**src/rtl/tbdc_pkg.sv**
```systemverilog
`default_nettype none

package tbdc_pkg;

    // data widths
    localparam int LEVEL_BITS = 12;
    localparam int ERR_BITS   = LEVEL_BITS + 1;
    localparam int SCALED_W   = LEVEL_BITS + 7;
    localparam int DUTY_BITS  = 7;

    // trend codes
    localparam logic [1:0] TREND_DIST   = 2'd0;
    localparam logic [1:0] TREND_FALL   = 2'd1;
    localparam logic [1:0] TREND_STEADY = 2'd2;
    localparam logic [1:0] TREND_RISE   = 2'd3;

    // band codes
    localparam logic [1:0] BAND_NONE = 2'd0;
    localparam logic [1:0] BAND_LOW  = 2'd1;
    localparam logic [1:0] BAND_MID  = 2'd2;
    localparam logic [1:0] BAND_HIGH = 2'd3;

    // band thresholds, percent of reference
    localparam logic [6:0] PCT_SCALE = 7'd100;
    localparam logic [6:0] PCT_LOW   = 7'd60;
    localparam logic [6:0] PCT_MID   = 7'd80;

    // duty limits per band
    localparam logic [DUTY_BITS-1:0] LOW_MIN  = 7'd70;
    localparam logic [DUTY_BITS-1:0] LOW_MAX  = 7'd100;
    localparam logic [DUTY_BITS-1:0] MID_MIN  = 7'd60;
    localparam logic [DUTY_BITS-1:0] MID_MAX  = 7'd80;
    localparam logic [DUTY_BITS-1:0] HIGH_MIN = 7'd50;
    localparam logic [DUTY_BITS-1:0] HIGH_MAX = 7'd70;

    // duty steps
    localparam logic [DUTY_BITS-1:0] STEP_FALL = 7'd5;
    localparam logic [DUTY_BITS-1:0] STEP_RISE = 7'd10;

    // loop state carried between requests
    typedef struct packed {
        logic signed [ERR_BITS-1:0] err_now;
        logic signed [ERR_BITS-1:0] err_prev;
        logic signed [ERR_BITS-1:0] err_older;
        logic [DUTY_BITS-1:0]       duty;
        logic [1:0]                 band;
    } t_state;

    // one result request
    typedef struct packed {
        logic [DUTY_BITS-1:0] duty_percent;
        logic [1:0]           band;
        logic [1:0]           trend;
    } t_result;

endpackage

`default_nettype wire

```
**src/rtl/tbdc_ifs.sv**
```systemverilog
`default_nettype none

// level sample channel
interface tbdc_level_if;
    logic                             valid;
    logic                             ready;
    logic [tbdc_pkg::LEVEL_BITS-1:0]  level_ml;

    modport source (output valid, output level_ml, input ready);
    modport sink   (input valid, input level_ml, output ready);
endinterface

// duty result channel
interface tbdc_result_if;
    logic                             valid;
    logic                             ready;
    logic [tbdc_pkg::DUTY_BITS-1:0]   duty_percent;
    logic [1:0]                       band;
    logic [1:0]                       trend;

    modport source (output valid, output duty_percent, output band, output trend,
                    input ready);
    modport sink   (input valid, input duty_percent, input band, input trend,
                    output ready);
endinterface

`default_nettype wire

```
**src/rtl/tbdc_step.sv**
```systemverilog
`default_nettype none

// One control step: error history, trend, band pick and duty update.
module tbdc_step (
    input  wire logic [tbdc_pkg::LEVEL_BITS-1:0] i_level,
    input  wire logic [tbdc_pkg::LEVEL_BITS-1:0] i_reference,
    input  wire tbdc_pkg::t_state                i_state,
    output tbdc_pkg::t_state                     o_state,
    output tbdc_pkg::t_result                    o_result
);
    import tbdc_pkg::*;

    logic signed [ERR_BITS-1:0] err;
    logic                       err_pos;
    logic [1:0]                 trend;
    logic [SCALED_W-1:0]        scaled;
    logic [SCALED_W-1:0]        ref_low;
    logic [SCALED_W-1:0]        ref_mid;
    logic [1:0]                 band;
    logic [DUTY_BITS-1:0]       lo;
    logic [DUTY_BITS-1:0]       hi;
    logic [DUTY_BITS-1:0]       duty_step;
    logic [DUTY_BITS-1:0]       duty_clamp;

    // new error, zero-extended operands
    assign err = $signed({1'b0, i_reference}) - $signed({1'b0, i_level});
    assign err_pos = !err[ERR_BITS-1] && (err != '0);

    // trend over prev, now and the new error
    always_comb begin
        if (i_state.err_prev > i_state.err_now && i_state.err_now > err) begin
            trend = TREND_FALL;
        end else if (i_state.err_prev == i_state.err_now && i_state.err_now == err) begin
            trend = TREND_STEADY;
        end else if (i_state.err_prev < i_state.err_now && i_state.err_now < err) begin
            trend = TREND_RISE;
        end else begin
            trend = TREND_DIST;
        end
    end

    // band pick by scaled compare, no division
    assign scaled  = SCALED_W'(i_level) * SCALED_W'(PCT_SCALE);
    assign ref_low = SCALED_W'(i_reference) * SCALED_W'(PCT_LOW);
    assign ref_mid = SCALED_W'(i_reference) * SCALED_W'(PCT_MID);

    always_comb begin
        if (scaled <= ref_low) begin
            band = BAND_LOW;  lo = LOW_MIN;  hi = LOW_MAX;
        end else if (scaled < ref_mid) begin
            band = BAND_MID;  lo = MID_MIN;  hi = MID_MAX;
        end else begin
            band = BAND_HIGH; lo = HIGH_MIN; hi = HIGH_MAX;
        end
    end

    // duty move, max 100 + 10 fits the duty width
    always_comb begin
        duty_step = i_state.duty;
        if (trend != TREND_DIST) begin
            if (band != i_state.band) begin
                duty_step = lo;
            end else if (trend == TREND_FALL) begin
                duty_step = i_state.duty + STEP_FALL;
            end else if (trend == TREND_RISE) begin
                duty_step = i_state.duty + STEP_RISE;
            end
        end
        duty_clamp = duty_step;
        if (duty_clamp > hi) begin
            duty_clamp = hi;
        end
        if (duty_clamp < lo) begin
            duty_clamp = lo;
        end
    end

    // next state and result
    always_comb begin
        o_state.err_older = i_state.err_prev;
        o_state.err_prev  = i_state.err_now;
        o_state.err_now   = err;
        if (err_pos) begin
            o_state.duty    = duty_clamp;
            o_state.band    = band;
            o_result.trend  = trend;
        end else begin
            o_state.duty    = '0;
            o_state.band    = i_state.band;
            o_result.trend  = TREND_DIST;
        end
        o_result.duty_percent = o_state.duty;
        o_result.band         = o_state.band;
    end

endmodule

`default_nettype wire

```
**src/rtl/trend_banded_duty_controller.sv**
```systemverilog
// An accepted level request waits in the input register until the result register
// can take it. Throughput: one request per cycle while results are not stalled; the
// control step is combinational between the registers, with state updated in it.
// Reset (i_rst_n low, synchronous): clears reference, error history, duty,
// band and both valid flags.
`default_nettype none

module trend_banded_duty_controller (
    input  wire logic                            i_clk,
    input  wire logic                            i_rst_n,
    input  wire logic                            i_cfg_we,
    input  wire logic [tbdc_pkg::LEVEL_BITS-1:0] i_cfg_wdata,
    tbdc_level_if.sink                           i_level,
    tbdc_result_if.source                        o_result
);
    import tbdc_pkg::*;

    logic                  r_in_valid;
    logic [LEVEL_BITS-1:0] r_level;
    logic [LEVEL_BITS-1:0] r_reference;
    t_state                r_state;
    t_state                n_state;
    logic                  r_out_valid;
    t_result               r_result;
    t_result               n_result;
    logic                  advance;

    // flow control: the step runs when the result register can take it
    assign advance       = !r_out_valid || o_result.ready;
    assign i_level.ready = !r_in_valid || advance;

    // configuration register
    always_ff @(posedge i_clk) begin
        if (!i_rst_n) begin
            r_reference <= '0;
        end else if (i_cfg_we) begin
            r_reference <= i_cfg_wdata;
        end
    end

    // input register
    always_ff @(posedge i_clk) begin
        if (!i_rst_n) begin
            r_in_valid <= 1'b0;
        end else if (i_level.ready) begin
            r_in_valid <= i_level.valid;
        end
    end

    always_ff @(posedge i_clk) begin
        if (i_level.valid && i_level.ready) begin
            r_level <= i_level.level_ml;
        end
    end

    tbdc_step u_step (
        .i_level     (r_level),
        .i_reference (r_reference),
        .i_state     (r_state),
        .o_state     (n_state),
        .o_result    (n_result)
    );

    // loop state and result register
    always_ff @(posedge i_clk) begin
        if (!i_rst_n) begin
            r_state     <= '0;
            r_out_valid <= 1'b0;
        end else if (advance) begin
            r_out_valid <= r_in_valid;
            if (r_in_valid) begin
                r_state <= n_state;
            end
        end
    end

    always_ff @(posedge i_clk) begin
        if (advance && r_in_valid) begin
            r_result <= n_result;
        end
    end

    assign o_result.valid        = r_out_valid;
    assign o_result.duty_percent = r_result.duty_percent;
    assign o_result.band         = r_result.band;
    assign o_result.trend        = r_result.trend;

endmodule

`default_nettype wire
```
**src/flat_wrapper.sv**
```systemverilog
// flat-port wrapper written by rule: the top's interface ports become plain ports
module trend_banded_duty_controller_flat import tbdc_pkg::*;
  (i_clk, i_rst_n, i_cfg_we, i_cfg_wdata, i_level_valid, i_level_level_ml, i_level_ready, o_result_valid, o_result_duty_percent, o_result_band, o_result_trend, o_result_ready);
  tbdc_level_if i_level_i ();
  tbdc_result_if o_result_i ();
  input  wire logic i_clk;
  input  wire logic i_rst_n;
  input  wire logic i_cfg_we;
  input  wire logic [tbdc_pkg::LEVEL_BITS-1:0] i_cfg_wdata;
  input wire logic [$bits(i_level_i.valid)-1:0] i_level_valid;
  input wire logic [$bits(i_level_i.level_ml)-1:0] i_level_level_ml;
  output wire logic [$bits(i_level_i.ready)-1:0] i_level_ready;
  output wire logic [$bits(o_result_i.valid)-1:0] o_result_valid;
  output wire logic [$bits(o_result_i.duty_percent)-1:0] o_result_duty_percent;
  output wire logic [$bits(o_result_i.band)-1:0] o_result_band;
  output wire logic [$bits(o_result_i.trend)-1:0] o_result_trend;
  input wire logic [$bits(o_result_i.ready)-1:0] o_result_ready;
  assign i_level_i.valid = i_level_valid;
  assign i_level_i.level_ml = i_level_level_ml;
  assign i_level_ready = i_level_i.ready;
  assign o_result_valid = o_result_i.valid;
  assign o_result_duty_percent = o_result_i.duty_percent;
  assign o_result_band = o_result_i.band;
  assign o_result_trend = o_result_i.trend;
  assign o_result_i.ready = o_result_ready;
  trend_banded_duty_controller u_core (.i_clk(i_clk), .i_rst_n(i_rst_n), .i_cfg_we(i_cfg_we), .i_cfg_wdata(i_cfg_wdata), .i_level(i_level_i), .o_result(o_result_i));
endmodule
```
**config.mk**
```make
export PLATFORM = sky130hd
export DESIGN_NAME = trend_banded_duty_controller_flat
export DESIGN_NICKNAME = d
export VERILOG_FILES = /design/src/rtl/tbdc_pkg.sv /design/src/rtl/tbdc_ifs.sv /design/src/rtl/tbdc_step.sv /design/src/rtl/trend_banded_duty_controller.sv /design/src/flat_wrapper.sv
export SDC_FILE = /design/constraint.sdc
export NUM_CORES = 1
export LEC_CHECK = 0
export BUFFER_PORTS_ARGS = -buffer_cell sky130_fd_sc_hd__buf_2
export CAP_MARGIN = 20
export CELL_PAD_IN_SITES_DETAIL_PLACEMENT = 2
export CELL_PAD_IN_SITES_GLOBAL_PLACEMENT = 2
export CORE_UTILIZATION = 40
export CTS_CLUSTER_SIZE = 30
export DETAILED_ROUTE_END_ITERATION = 6
export PLACE_DENSITY = 0.83
export SETUP_SLACK_MARGIN = 0.05
export SLEW_MARGIN = 20
export SYNTH_ARGS = -nofsm -noshare
export SYNTH_HDL_FRONTEND = slang
export SYNTH_HIERARCHICAL = 1
export SYNTH_SLANG_ARGS = --single-unit
```
**constraint.sdc**
```tcl
create_clock -name i_clk -period 11.9 [get_ports i_clk]
set_input_delay 2.38 -clock i_clk [delete_from_list [all_inputs] [get_ports i_clk]]
set_output_delay 2.38 -clock i_clk [all_outputs]
set_load 0.05 [all_outputs]
```
# After elaboration in Yosys (flattened, before gate mapping)
# Cells that the tools add are included.
[word_totals]
register_bits = 72
in_bits = 29
word_cells = 60
[classes]
add_sub_neg = 3
mul = 3
order_cmp = 8
n_eq_ne = 5
n_mux = 16
reduce_logical = 14
[op_table]
columns = ["operator", "n"]
rows = [
  ["2-to-1 mux 7 bit", 7],
  ["== test 13 bit", 2],
  ["greater-than comparator 13 bit", 2],
  ["< comparator 13 bit", 2],
  ["<= comparator 19 x 18 -> 1 bit", 1],
  ["< comparator 19 bit", 1],
  ["multiplier 12 x 5 -> 17 bit, second input constant", 1],
  ["multiplier 12 x 4 -> 16 bit, second input constant", 1],
  ["multiplier 12 x 3 -> 15 bit, second input constant", 1],
  ["nonzero test 13 bit", 1],
  ["subtractor 12 x 12 -> 13 bit", 1],
  ["2-to-1 mux 9 bit", 1],
  ["2-to-1 mux 2 bit", 4],
  ["adder 7 x 3 -> 7 bit, second input constant", 1],
  ["adder 7 x 4 -> 7 bit, second input constant", 1],
  ["greater-than comparator 7 bit", 1],
  ["< comparator 7 bit", 1],
  ["logical AND 1 bit", 6],
  ["2-to-1 mux 6 bit", 1],
  ["2-to-1 mux 5 bit", 1],
  ["2-to-1 mux 4 bit", 1],
  ["zero test 1 bit", 3],
  ["== test 2 x 1 -> 1 bit, second input constant", 1],
  ["== test 2 bit, second input constant", 1],
  ["other kinds (5)", 6],
]

# Longest topological paths before layout
# Gate-level depths: netlist (run 1).
[depth]
depth_word = 16
depth_mapped = 46

# Cells and area by module
# Netlist (run 1), hierarchy kept.
[modules_own_cells]
columns = ["mod", "n_inst", "cells_per_inst", "area_per_inst_um2", "seq_area_each_um2"]
rows = [
  ["tbdc_step", 1, 702, 5624.1, 0.0],
  ["trend_banded_duty_controller", 1, 279, 3131.8, 1931.9],
]

# Least setup slack after synthesis (run 1)
# No wires, ideal clock.
[synth_timing]
path_type = "reg2reg"
startpoint = "register u_core.r_reference[1]"
endpoint = "register u_core/r_state[5] in the netlist's numbering"
arrival_ns = 8.344
required_time_ns = 11.828
path_slack_ns = 3.484
path_stages_with_launch = 45
cell_sequence = "dfxtp_1 > fa_1 > fa_1 > ha_1 > a21o_1 > a21oi_1 > o21bai_1 > a21oi_1 > o21bai_1 > a21oi_1 > o21bai_1 > a21oi_1 > o21bai_1 > a21oi_1 > o21bai_1 > a21oi_1 > xor2_1 > ha_1 > [9 not listed] > o22a_1 > ha_1 > o21ai_0 > nand2b_1 > and2_1 > a32o_2 > a21boi_4 > mux2_2 > ha_1 > a21o_1 > a21o_1 > a21oi_1 > nand3b_1 > o21ai_4 > mux2i_1 > buf_4 > nand2_1 > mux2i_1"
[synth_rtl]
columns = ["element", "line_no", "source"]
rows = [
  ["from (decl)", "trend_banded_duty_controller.sv:20", "logic [LEVEL_BITS-1:0] r_reference;"],
  ["from (signal assigned)", "trend_banded_duty_controller.sv:37", "r_reference <= i_cfg_wdata;"],
  ["to (signal assigned)", "trend_banded_duty_controller.sv:72", "r_state <= n_state;"],
  ["to (decl)", "trend_banded_duty_controller.sv:21", "t_state r_state;"],
]

==> results of run 1 <==
-- power breakdown --
part	leakage [nW]	switching, mW	internal, mW	total (mW)
registers	0.625	0.0218	0.272	0.293
clock network	0.148	0.120	0.164	0.285
logic	3.46	0.513	0.353	0.866
total	4.23	0.655	0.789	1.44
-- layout make-up --
| cell class | count | area (um^2) |
|---|---|---|
| clock buffers | 10 | 229 |
| well taps | 265 | 332 |
| repair buffers | 44 | 228 |
| fillers | 2174 | 11000 |
| inverters | 132 | 495 |
| multi-input cells | 669 | 5720 |
| flip-flops and latches | 72 | 1670 |
| clock inverters | 6 | 66.3 |
-- placed cells by master (no fill, tap or decap), types with 8 or more instances in the layout --
cell       instances
mux2i_1           55
fa_1              30
nand2_1          101
buf_2             41
nand2b_1           9
a21oi_1           48
ha_1             160
edfxtp_1          23
xnor2_1           28
o21ai_0           25
o21bai_1          13
a21o_1            14
o21a_1             8
dfxtp_1           49
nor2_1            23
xor2_1            12
nor3_1            10
nand3_1           11
clkbuf_16          9
nand4_1           11
inv_1            132
nor2b_1           29
-- per-layer routing --
layer | GRT usage | up-vias
met4 | 0.0598 | 0
met3 | 0.0313 | 26
met5 | 0 | -
met2 | 0.419 | 49
met1 | 0.284 | 3179
li1 | - | 3140
-- metrics by stage --
stage                     hold WS [ns]   util  setup slack, ns
after floorplan                  0.435      -             3.49
after global placement           0.447  0.429             2.88
after detailed placement         0.462  0.429             2.42
after CTS                        0.471  0.443             2.14
after global routing             0.491  0.443             1.57
final                            0.467  0.443             2.11
-- registers in the layout, summed over array words and instances (netlist names) --
| name | count |
|---|---|
| u_core/r_state | 35 |
| u_core/r_level | 12 |
| u_core/r_reference | 12 |
| u_core/o_result.duty_percent | 7 |
| u_core/o_result.band | 2 |
| u_core/o_result.trend | 2 |
| u_core/o_result.valid | 1 |
| u_core/r_in_valid | 1 |
-- worst reg2reg max path: cells and delay by family (launching register included) --
| family | cells | cell delay (ns) |
|---|---|---|
| AOI/OAI and AO/OA | 23 | 4.43 |
| xor gates and xnor gates | 1 | 0.18 |
| adders and majority gates | 6 | 2.37 |
| DFF | 1 | 0.53 |
| muxes | 4 | 1.15 |
| and+or+nand+nor | 9 | 1.09 |
-- worst paths after layout --
check | start | endpoint | slack [ns] | cells after the start
max | u_core/r_reference[2]$_SDFFE_PN0P_ | u_core/r_state[5]$_SDFFE_PN0P_ | 2.11 | 43
min | u_core/r_state[29]$_SDFFE_PN0P_ | u_core/r_state[29]$_SDFFE_PN0P_ | 0.47 | 2
max reg2reg | u_core/r_reference[2]$_SDFFE_PN0P_ | u_core/r_state[5]$_SDFFE_PN0P_ | 2.11 | 43
min reg2reg | u_core/r_state[29]$_SDFFE_PN0P_ | u_core/r_state[29]$_SDFFE_PN0P_ | 0.47 | 2
==> reports/metrics.csv, run 1 <==
metric;value;unit
CTS Buf Count;9;
largest net degree at the start of global routing;85;
overall via count from detail_route;6394;
Crit Path Category;reg2reg;
Final Max Tran Viols;0;
CP Max Fanout;8;
P&R area growth vs syn;7.08;%
most used cell, CP;a21oi_1;
fmax;0.102;GHz
max cap viols;0;
worst-case clock buffer depth;2;
Layout Nets;1147;
hold crit path type;reg2reg;
Initial Util;0.414;
leak pwr;4.23;nW
cell area after layout;8740;um^2
first-pass GRT wire length;36.9;mm
Final Power;1.44;mW
Port Buf Inserts;41;
remaining global-route overflow;0;
status;complete, no violations;
post-synth net total;1134;
CP endpoint kind;register;
Synth Cell Area;8170;um^2
Worst Tran Pin Value;0.862;ns
hold_buf cts;0;
Syn Area/Cell;8.93;um^2
slowest stage delay, CP;0.57;ns
Detail Route met3 WL;439;um
drt pass-1 iters;4;
Worst EP required;12.18;ns
Slew Limit Headroom;0.425;
Cell Count Post-Placement;1182;
post-CTS setup buffer count;0;
post-CTS sizing;0;
WL final;22.3;mm
Post-Place Cell Area;8450;um^2
endpoints failing setup;0;
per-cell routed wire length;18.7;um
Final Hold Fails;0;
die height;145;um
clk sink count;72;
number of global-route vias before repair;7069;
unrepaired setup endpoints after global routing;no;
Antenna diodes;0;
share of cells above drive strength 1;0.0868;
Die Wd;145;um
DR WL met2;11.3;mm
full die area;21000;um^2
Max H-tree Level;3;
min Tclk post-route;9.79;ns
routability congestion estimate;0.788;
total track usage;0.231;
initial antenna violation count;0;
CP Data Arrival Time;10.07;ns
number of placement rows;51;
Via density;5.34;
Detailed Route Iter0 Violations;187;
Max Used Layer;met4;
final setup TNS;0;ns
CTS tree;done;
WP buf/inv;0;
Boundary Pins;42;
Peak VDD IR;133;uV
Post-Syn Instances;915;
clock skew;0.00673;ns
CP max stage cell;fa_1;
Core Box Area;19700;um^2
root buf cell;clkbuf_16;
P per Cell Area;165;nW/um^2
met1 WL;10.2;mm
startpoint types;register;
critical path's top delay family;compound AO/OA/AOI/OAI gates;
fin cells;1198;
Remaining DRCs;0;
period utilisation layout;0.823;
post-route ant nets;0;
yosys warns;6;
worst skew pair latency;0.35;ns
Reg clk slew, reported paths;0.06;ns
DP HPWL;17.7;mm
Power figures use the tool's default switching activity.
==> run 2: changes to the inputs <==
- CORE_UTILIZATION: 40 -> 36
- PLACE_DENSITY: 0.83 -> 0.79
- clock period: 11.9 -> 8.2 ns (I/O delays scaled with it)
==> run 2 against run 1 <==
The run now ends with negative setup slack left. Largest cell class unchanged. Largest power group unchanged. Cell area rose by 17%. Critical path type unchanged. Sequential cell count did not move. Critical path depth did not move.
==> reports/metrics.csv, run 2 (synthesized netlist as in run 1, its figures left out) <==
metric;value;unit;change
Worst EP required;8.48;ns;-3.70 ns
Post-Place Setup Slack;-0.965;ns;-3.38 ns
slowest stage delay, CP;0.48;ns;-0.09 ns
largest net degree at the start of global routing;85;;unchanged
Final Hold Fails;0;;unchanged
leak pwr;4.95;nW;+17%
Final Max Tran Viols;0;;unchanged
WHS;0.465;ns;-0.00204 ns
drt pass-1 iters;5;;+1
P&R area growth vs syn;25.8;%;
root buf cell;clkbuf_16;;
Multi-input gate area;6130;um^2;+7.2%
clk sink count;72;;unchanged
Max H-tree Level;3;;unchanged
Reg clk slew, reported paths;0.08;ns;+0.02 ns
unrepaired setup endpoints after global routing;yes;;
full die area;23300;um^2;+11%
commonest non-fill, non-tap cell in the layout;ha_1;;
Cell Count Post-Placement;1291;;+9.2%
post-route ant nets;0;;unchanged
number of placement rows;54;;+5.9%
Storage cell area;1680;um^2;+0.60%
Antenna diodes;0;;unchanged
status;finished, violations left;;
period utilisation layout;1.18;;+0.356
Largest Register;u_core/r_state;;
die height;153;um;+5.3%
Crit Path Category;reg2reg;;
Sequential Power Share;0.129;;-0.074
Slew Limit Headroom;0.287;;-0.138
switching share of power;0.475;;+0.0211
worst-case reg-to-reg path depth;43;;unchanged
Final Power;3.25;mW;+130%
Remaining DRCs;0;;unchanged
sw power;1.54;mW;+140%
Via density;5.75;;+7.7%
remaining global-route overflow;0;;unchanged
first-pass GRT wire length;51.7;mm;+40%
min Tclk post-route;9.66;ns;-0.124 ns
cell area after layout;10300;um^2;+17%
register-to-register setup slack;-1.46;ns;-3.58 ns
CP Max Fanout;6;;-2
overall via count from detail_route;7763;;+21%
Core Box Area;22000;um^2;+12%
endpoints failing setup;14;;+14
final core utilization;0.466;;+0.0229
Die Wd;153;um;+5.3%
clock network fraction of total power;0.137;;-0.060
max reg flops;35;;unchanged
Worst Tran Pin Value;1.07;ns;+0.207 ns
CP max stage cell;fa_1;;
worst hold endpoint;u_core/r_state[22]$_SDFFE_PN0P_;;
hold wc startpoint;u_core/r_state[22]$_SDFFE_PN0P_;;
most frequent cells in the layout;152 x ha_1, 132 x inv_1, 131 x buf_4;;
worst-case clock buffer depth;2;;unchanged
Port Buf Inserts;41;;unchanged
CP Data Arrival Time;9.94;ns;-0.13 ns
fmax;0.103;GHz;+1.3%
Int Pwr;1.71;mW;+120%
total track usage;0.291;;+0.0604
number of fillers in the final layout;2354;;+8.3%
Peak VDD IR;149;uV;+12%
Worst Slack Setup Final;-1.46;ns;-3.58 ns
CP endpoint kind;register;;
fin cells;1350;;+13%
launching point of the worst reg2reg path;u_core/r_level[2]$_DFFE_PP_;;
clock skew;0.0173;ns;+0.0105 ns
share of cells above drive strength 1;0.267;;+0.180
final setup TNS;-18.55;ns;-18.55 ns
CTS Buf Count;9;;unchanged
worst skew pair latency;0.38;ns;+0.03 ns
DP HPWL;20.8;mm;+18%
Layout Nets;1284;;+12%
startpoint types;register;;
top flop regs;u_core/r_state x35, u_core/r_level x12, u_core/r_reference x12;;
Boundary Pins;42;;unchanged
hold-critical path depth;2;;unchanged
R2R Path End;u_core/r_state[6]$_SDFFE_PN0P_;;
per-cell routed wire length;27.6;um;+48%
initial antenna violation count;0;;unchanged
Post-Place Cell Area;9240;um^2;+9.4%
P per Cell Area;316;nW/um^2;+92%
WL final;37.3;mm;+67%
hold crit path type;reg2reg;;
routability congestion estimate;0.826;;+4.8%
Initial Util;0.371;;-0.0434
CTS tree;done;;
max cap viols;0;;unchanged
Detailed Route Iter0 Violations;431;;+130%
failing checks;negative setup slack;;
Combinational Power Share;0.734;;+0.134
number of global-route vias before repair;8804;;+25%
[run 2: changes by cell type in the layout (fill, tap and decap cells not counted), moves of 7 or more]
cell,previous run,this run
buf_4,3,131
a21oi_1,48,29
a21oi_2,1,20
ha_1,160,152
ha_4,0,8
o21ai_0,25,17
buf_6,0,7
[run 2: layout make-up]
type,instances,share of cell area
Clock buffer,10,0.0244
Sequential cell,72,0.164
Clock inverter,6,0.00536
Multi-Input combinational cell,669,0.597
Inverter,132,0.0482
Tap cell,280,0.0341
Timing Repair Buffer,181,0.127
[run 2: timing repair]
item,CTS,global route
endpoints found under the hold margin,0,0
hold buffers,0,0
gates resized for setup,52,28
buffers inserted,26,19
endpoints found under the setup margin,14,14
pin swaps,54,46
[run 2: worst max-delay path: cells and delay by family, from the launching register on]
family	cells	cell delay [ns]
DFF	1	0.47
xor gates and xnor gates	2	0.29
and+or+nand+nor	8	1.30
buffers and inverters	4	0.61
adders and majority gates	7	2.35
AOI/OAI and AO/OA	18	3.37
muxes	4	1.16
[run 2: worst max-delay path by stage]
stage	cells past startpoint	end	from	slack, ns
6_report	43	u_core/r_state[6]$_SDFFE_PN0P_	u_core/r_level[2]$_DFFE_PP_	-1.46
5_1_grt	42	u_core/r_state[6]$_SDFFE_PN0P_	u_core/r_level[2]$_DFFE_PP_	-1.49
4_1_cts	44	u_core/r_state[8]$_SDFFE_PN0P_	u_core/r_reference[1]$_SDFFE_PN0P_	-0.54
2_1_floorplan	44	u_core/r_state[4]$_SDFFE_PN0P_	u_core/r_reference[2]$_SDFFE_PN0P_	0.05
3_5_place_dp	38	u_core/r_state[6]$_SDFFE_PN0P_	u_core/r_level[2]$_DFFE_PP_	-0.96
3_3_place_gp	41	u_core/r_state[8]$_SDFFE_PN0P_	u_core/r_reference[2]$_SDFFE_PN0P_	-0.33
[run 2: routing by layer]
metal	up-vias	track usage	part of all wire
li1	3420	-	-
met1	3982	0.326	0.39
met2	233	0.550	0.52
met3	128	0.0378	0.034
met4	0	0.122	0.053
met5	-	0	0
[run 2: power by group through the flow]
stage,combinational (mW),sequential [mW],clock [mW]
floorplan,0.948,0.437,0
global route,2.47,0.423,0.462
global placement,1.41,0.424,0
finish,2.38,0.421,0.445
detailed placement,1.52,0.426,0
CTS,1.91,0.418,0.443
==> run 3: changes to the inputs <==
- CTS_CLUSTER_DIAMETER: not set -> 150
- SYNTH_HIERARCHICAL: 1 -> not set
==> run 3 against run 2 <==
Count of clock-buffer cells in the layout fell by 1. Sequential cell count did not move. Core utilization rose by 2.9 points. Clock skew rose by 0.0056 ns. Combinational power rose by 5%. The run still ends with negative setup slack left. Worst hold slack improved by 0.014 ns. Largest cell class unchanged. Critical path depth rose by 1. Register-to-register slack got worse by 0.25 ns. Area after synthesis fell by 1.1%. Via count rose by 14%.
==> reports/metrics.csv, run 3 <==
metric;value;unit;change
status;finished, violations left;;
failing checks;negative setup slack;;
launching point of the worst reg2reg path;u_core.r_level[0]$_DFFE_PP_;;
Via density;6.18;;+7.4%
number of placement rows;54;;unchanged
Port Buf Inserts;41;;unchanged
Synth Flop Type;dfxtp_1;;
per-cell routed wire length;32.4;um;+17%
Synth Cell Area;8070;um^2;-1.1%
worst-case clock buffer depth;2;;unchanged
DP HPWL;26.5;mm;+27%
Crit Path Category;reg2reg;;
share of cells above drive strength 1;0.311;;+0.0440
post-synth top area share;0.248;;
Storage cell area;1680;um^2;about the same
CP Data Arrival Time;10.18;ns;+0.24 ns
register-to-register setup slack;-1.71;ns;-0.25 ns
number of fillers in the final layout;2343;;-0.47%
Core Box Area;21900;um^2;-0.61%
Die Wd;152;um;-0.56%
Synth cell types;74;;
startpoint types;register;;
Multi-input gate area;6310;um^2;+2.9%
clk sink count;72;;unchanged
Final Power;3.41;mW;+5.0%
Initial Util;0.369;;-0.00194
dominant cells by area after synthesis;ha_1 25%, dfxtp_1 12%, edfxtp_1 8.6%;;
min Tclk post-route;9.91;ns;+0.249 ns
Remaining DRCs;0;;unchanged
Worst Tran Pin Value;1.06;ns;-0.0107 ns
Worst Slack Setup Final;-1.71;ns;-0.249 ns
clock skew;0.0228;ns;+0.00558 ns
CTS tree;done;;
Layout Nets;1361;;+6.0%
commonest non-fill, non-tap cell in the layout;buf_4;;
Post-Syn Instances;916;;+0.11%
endpoints failing setup;14;;unchanged
CP max stage cell;or4_4;;
R2R Path End;u_core.r_state[3]$_SDFFE_PN0P_;;
Seq cells post-synth;72;;
full die area;23000;um^2;-1.1%
Post-Place Cell Area;9870;um^2;+6.9%
cell area after layout;10900;um^2;+5.6%
remaining global-route overflow;0;;unchanged
P&R area growth vs syn;34.4;%;
hold wc startpoint;u_core.r_state[33]$_SDFFE_PN0P_;;
Peak VDD IR;288;uV;+94%
overall via count from detail_route;8812;;+14%
Largest Register;u_core.r_state;;
Max H-tree Level;3;;unchanged
hold-critical path depth;2;;unchanged
max reg flops;35;;unchanged
number of flops mapped to enable cells by yosys;23;;
Reg clk slew, reported paths;0.08;ns;about the same
max cap viols;0;;unchanged
drt pass-1 iters;5;;unchanged
P per Cell Area;314;nW/um^2;-0.62%
most frequent cells in the layout;183 x buf_4, 153 x ha_1, 120 x inv_1;;
ys async rst share;0;;
CTS Buf Count;9;;unchanged
final setup TNS;-21.40;ns;-2.85 ns
Slew Limit Headroom;0.294;;+0.00712
die height;152;um;-0.56%
slowest stage delay, CP;0.57;ns;+0.09 ns
dominant cell type by area after synthesis;ha_1;;
largest net degree at the start of global routing;51;;-40%
post-synth net total;1135;;+0.088%
register area share after synthesis;0.207;;
unrepaired setup endpoints after global routing;yes;;
root buf cell;clkbuf_16;;
most common cell in the netlist;ha_1;;
first-pass GRT wire length;59.8;mm;+16%
number of global-route vias before repair;9596;;+9.0%
total track usage;0.359;;+0.0680
worst skew pair latency;0.39;ns;about the same
initial antenna violation count;0;;unchanged
WL final;46.2;mm;+24%
final core utilization;0.496;;+0.0293
most used cell, CP;a21o_1;;
worst-case reg-to-reg path depth;44;;+2.3%
Final Hold Fails;0;;unchanged
Boundary Pins;42;;unchanged
top flop regs;u_core.r_state x35, u_core.r_level x12, u_core.r_reference x12;;
leak pwr;5.33;nW;+7.7%
Synth top cells by count;160 x ha_1, 125 x inv_1, 78 x nand2_1;;
post-route ant nets;0;;unchanged
CP Max Fanout;4;;-2
Detailed Route Iter0 Violations;630;;+46%
CP endpoint kind;register;;
hold crit path type;reg2reg;;
Antenna diodes;0;;unchanged
WHS;0.480;ns;+0.0142 ns
routability congestion estimate;0.880;;+6.5%
Worst EP required;8.46;ns;-0.02 ns
hold_buf cts;0;;unchanged
yosys warns;0;;-6
fmax;0.101;GHz;-2.5%
worst hold endpoint;u_core.r_state[33]$_SDFFE_PN0P_;;
Syn Area/Cell;8.81;um^2;-1.2%
period utilisation layout;1.21;;+0.0304
Final Max Tran Viols;0;;unchanged
==> run 3: changes by cell type in the layout (fill, tap and decap cells not counted), sizes merged, moves of 15 or more <==
cell    previous run  this run
mux2i             55        16
a21boi             2        20
nand3             11        26
nor2              23        38
buf              181       234
nand2            102        78
==> run 3: critical path: cells and delay by family (launching register included) <==
kind	cells	cell delay [ns]
DFF	1	0.51
xor gates and xnor gates	1	0.19
muxes	2	0.70
and+or+nand+nor	5	1.10
AOI/OAI and AO/OA	25	4.98
buffers and inverters	6	0.80
adders and majority gates	5	1.48
==> run 3: logic make-up (layout without fill, tap and decap cells) <==
group	count (synthesis)	after routing	synth area share
buf+inv	144	375	0.0688
simple gates	241	241	0.152
flops	72	72	0.207
fa+ha+maj	190	190	0.322
xor+xnor	41	41	0.0445
compound gates	208	208	0.180
mux	20	20	0.0259
==> run 3: repair_timing <==
item	CTS	global route
setup endpoints to repair	14	14
pin swaps	37	53
resized for setup	29	55
setup buffers	22	18
gates cloned	0	0
==> run 3: layer usage <==
metal / vias up / track usage / part of all wire
met3: 220 / 0.0557 / 0.053
met4: 0 / 0.200 / 0.074
met1: 4490 / 0.414 / 0.39
li1: 3659 / - / -
met5: - / 0 / 0
met2: 443 / 0.631 / 0.49
==> run 3: worst max-delay path by stage <==
| stage | to | start | slack, ns | cells after the start |
|---|---|---|---|---|
| global route | u_core.r_state[3]$_SDFFE_PN0P_ | u_core.r_level[0]$_DFFE_PP_ | -1.86 | 44 |
| finish | u_core.r_state[3]$_SDFFE_PN0P_ | u_core.r_level[0]$_DFFE_PP_ | -1.71 | 44 |
| CTS | u_core.r_state[4]$_SDFFE_PN0P_ | u_core.r_reference[2]$_SDFFE_PN0P_ | -1.15 | 45 |
| floorplan | u_core.o_result.duty_percent[2]$_DFFE_PP_ | u_core.r_reference[1]$_SDFFE_PN0P_ | -0.40 | 42 |
| detailed placement | u_core.r_state[4]$_SDFFE_PN0P_ | u_core.r_reference[1]$_SDFFE_PN0P_ | -1.23 | 44 |
| global placement | u_core.o_result.duty_percent[2]$_DFFE_PP_ | u_core.r_reference[1]$_SDFFE_PN0P_ | -0.65 | 43 |
==> run 3: stage by stage <==
step	cells	setup WS, ns
final	1427	-1.71
after global routing	1427	-1.86
after CTS	1410	-1.15
after detailed placement	1373	-1.23
after global placement	1373	-0.647
after floorplan	916	-0.402
==> run 3: area by class of cell <==
class | instances | area share
clock inverter | 7 | 0.00865
timing repair buffer | 234 | 0.157
sequential | 72 | 0.155
multi-input combinational | 700 | 0.582
inverter | 125 | 0.0442
clock buffer | 9 | 0.0208
tap | 280 | 0.0323
==> run 3: report_power, final <==
group / switching, mW / internal (mW)
combinational: 1.40 / 1.10
clock: 0.216 / 0.268
sequential: 0.0283 / 0.393
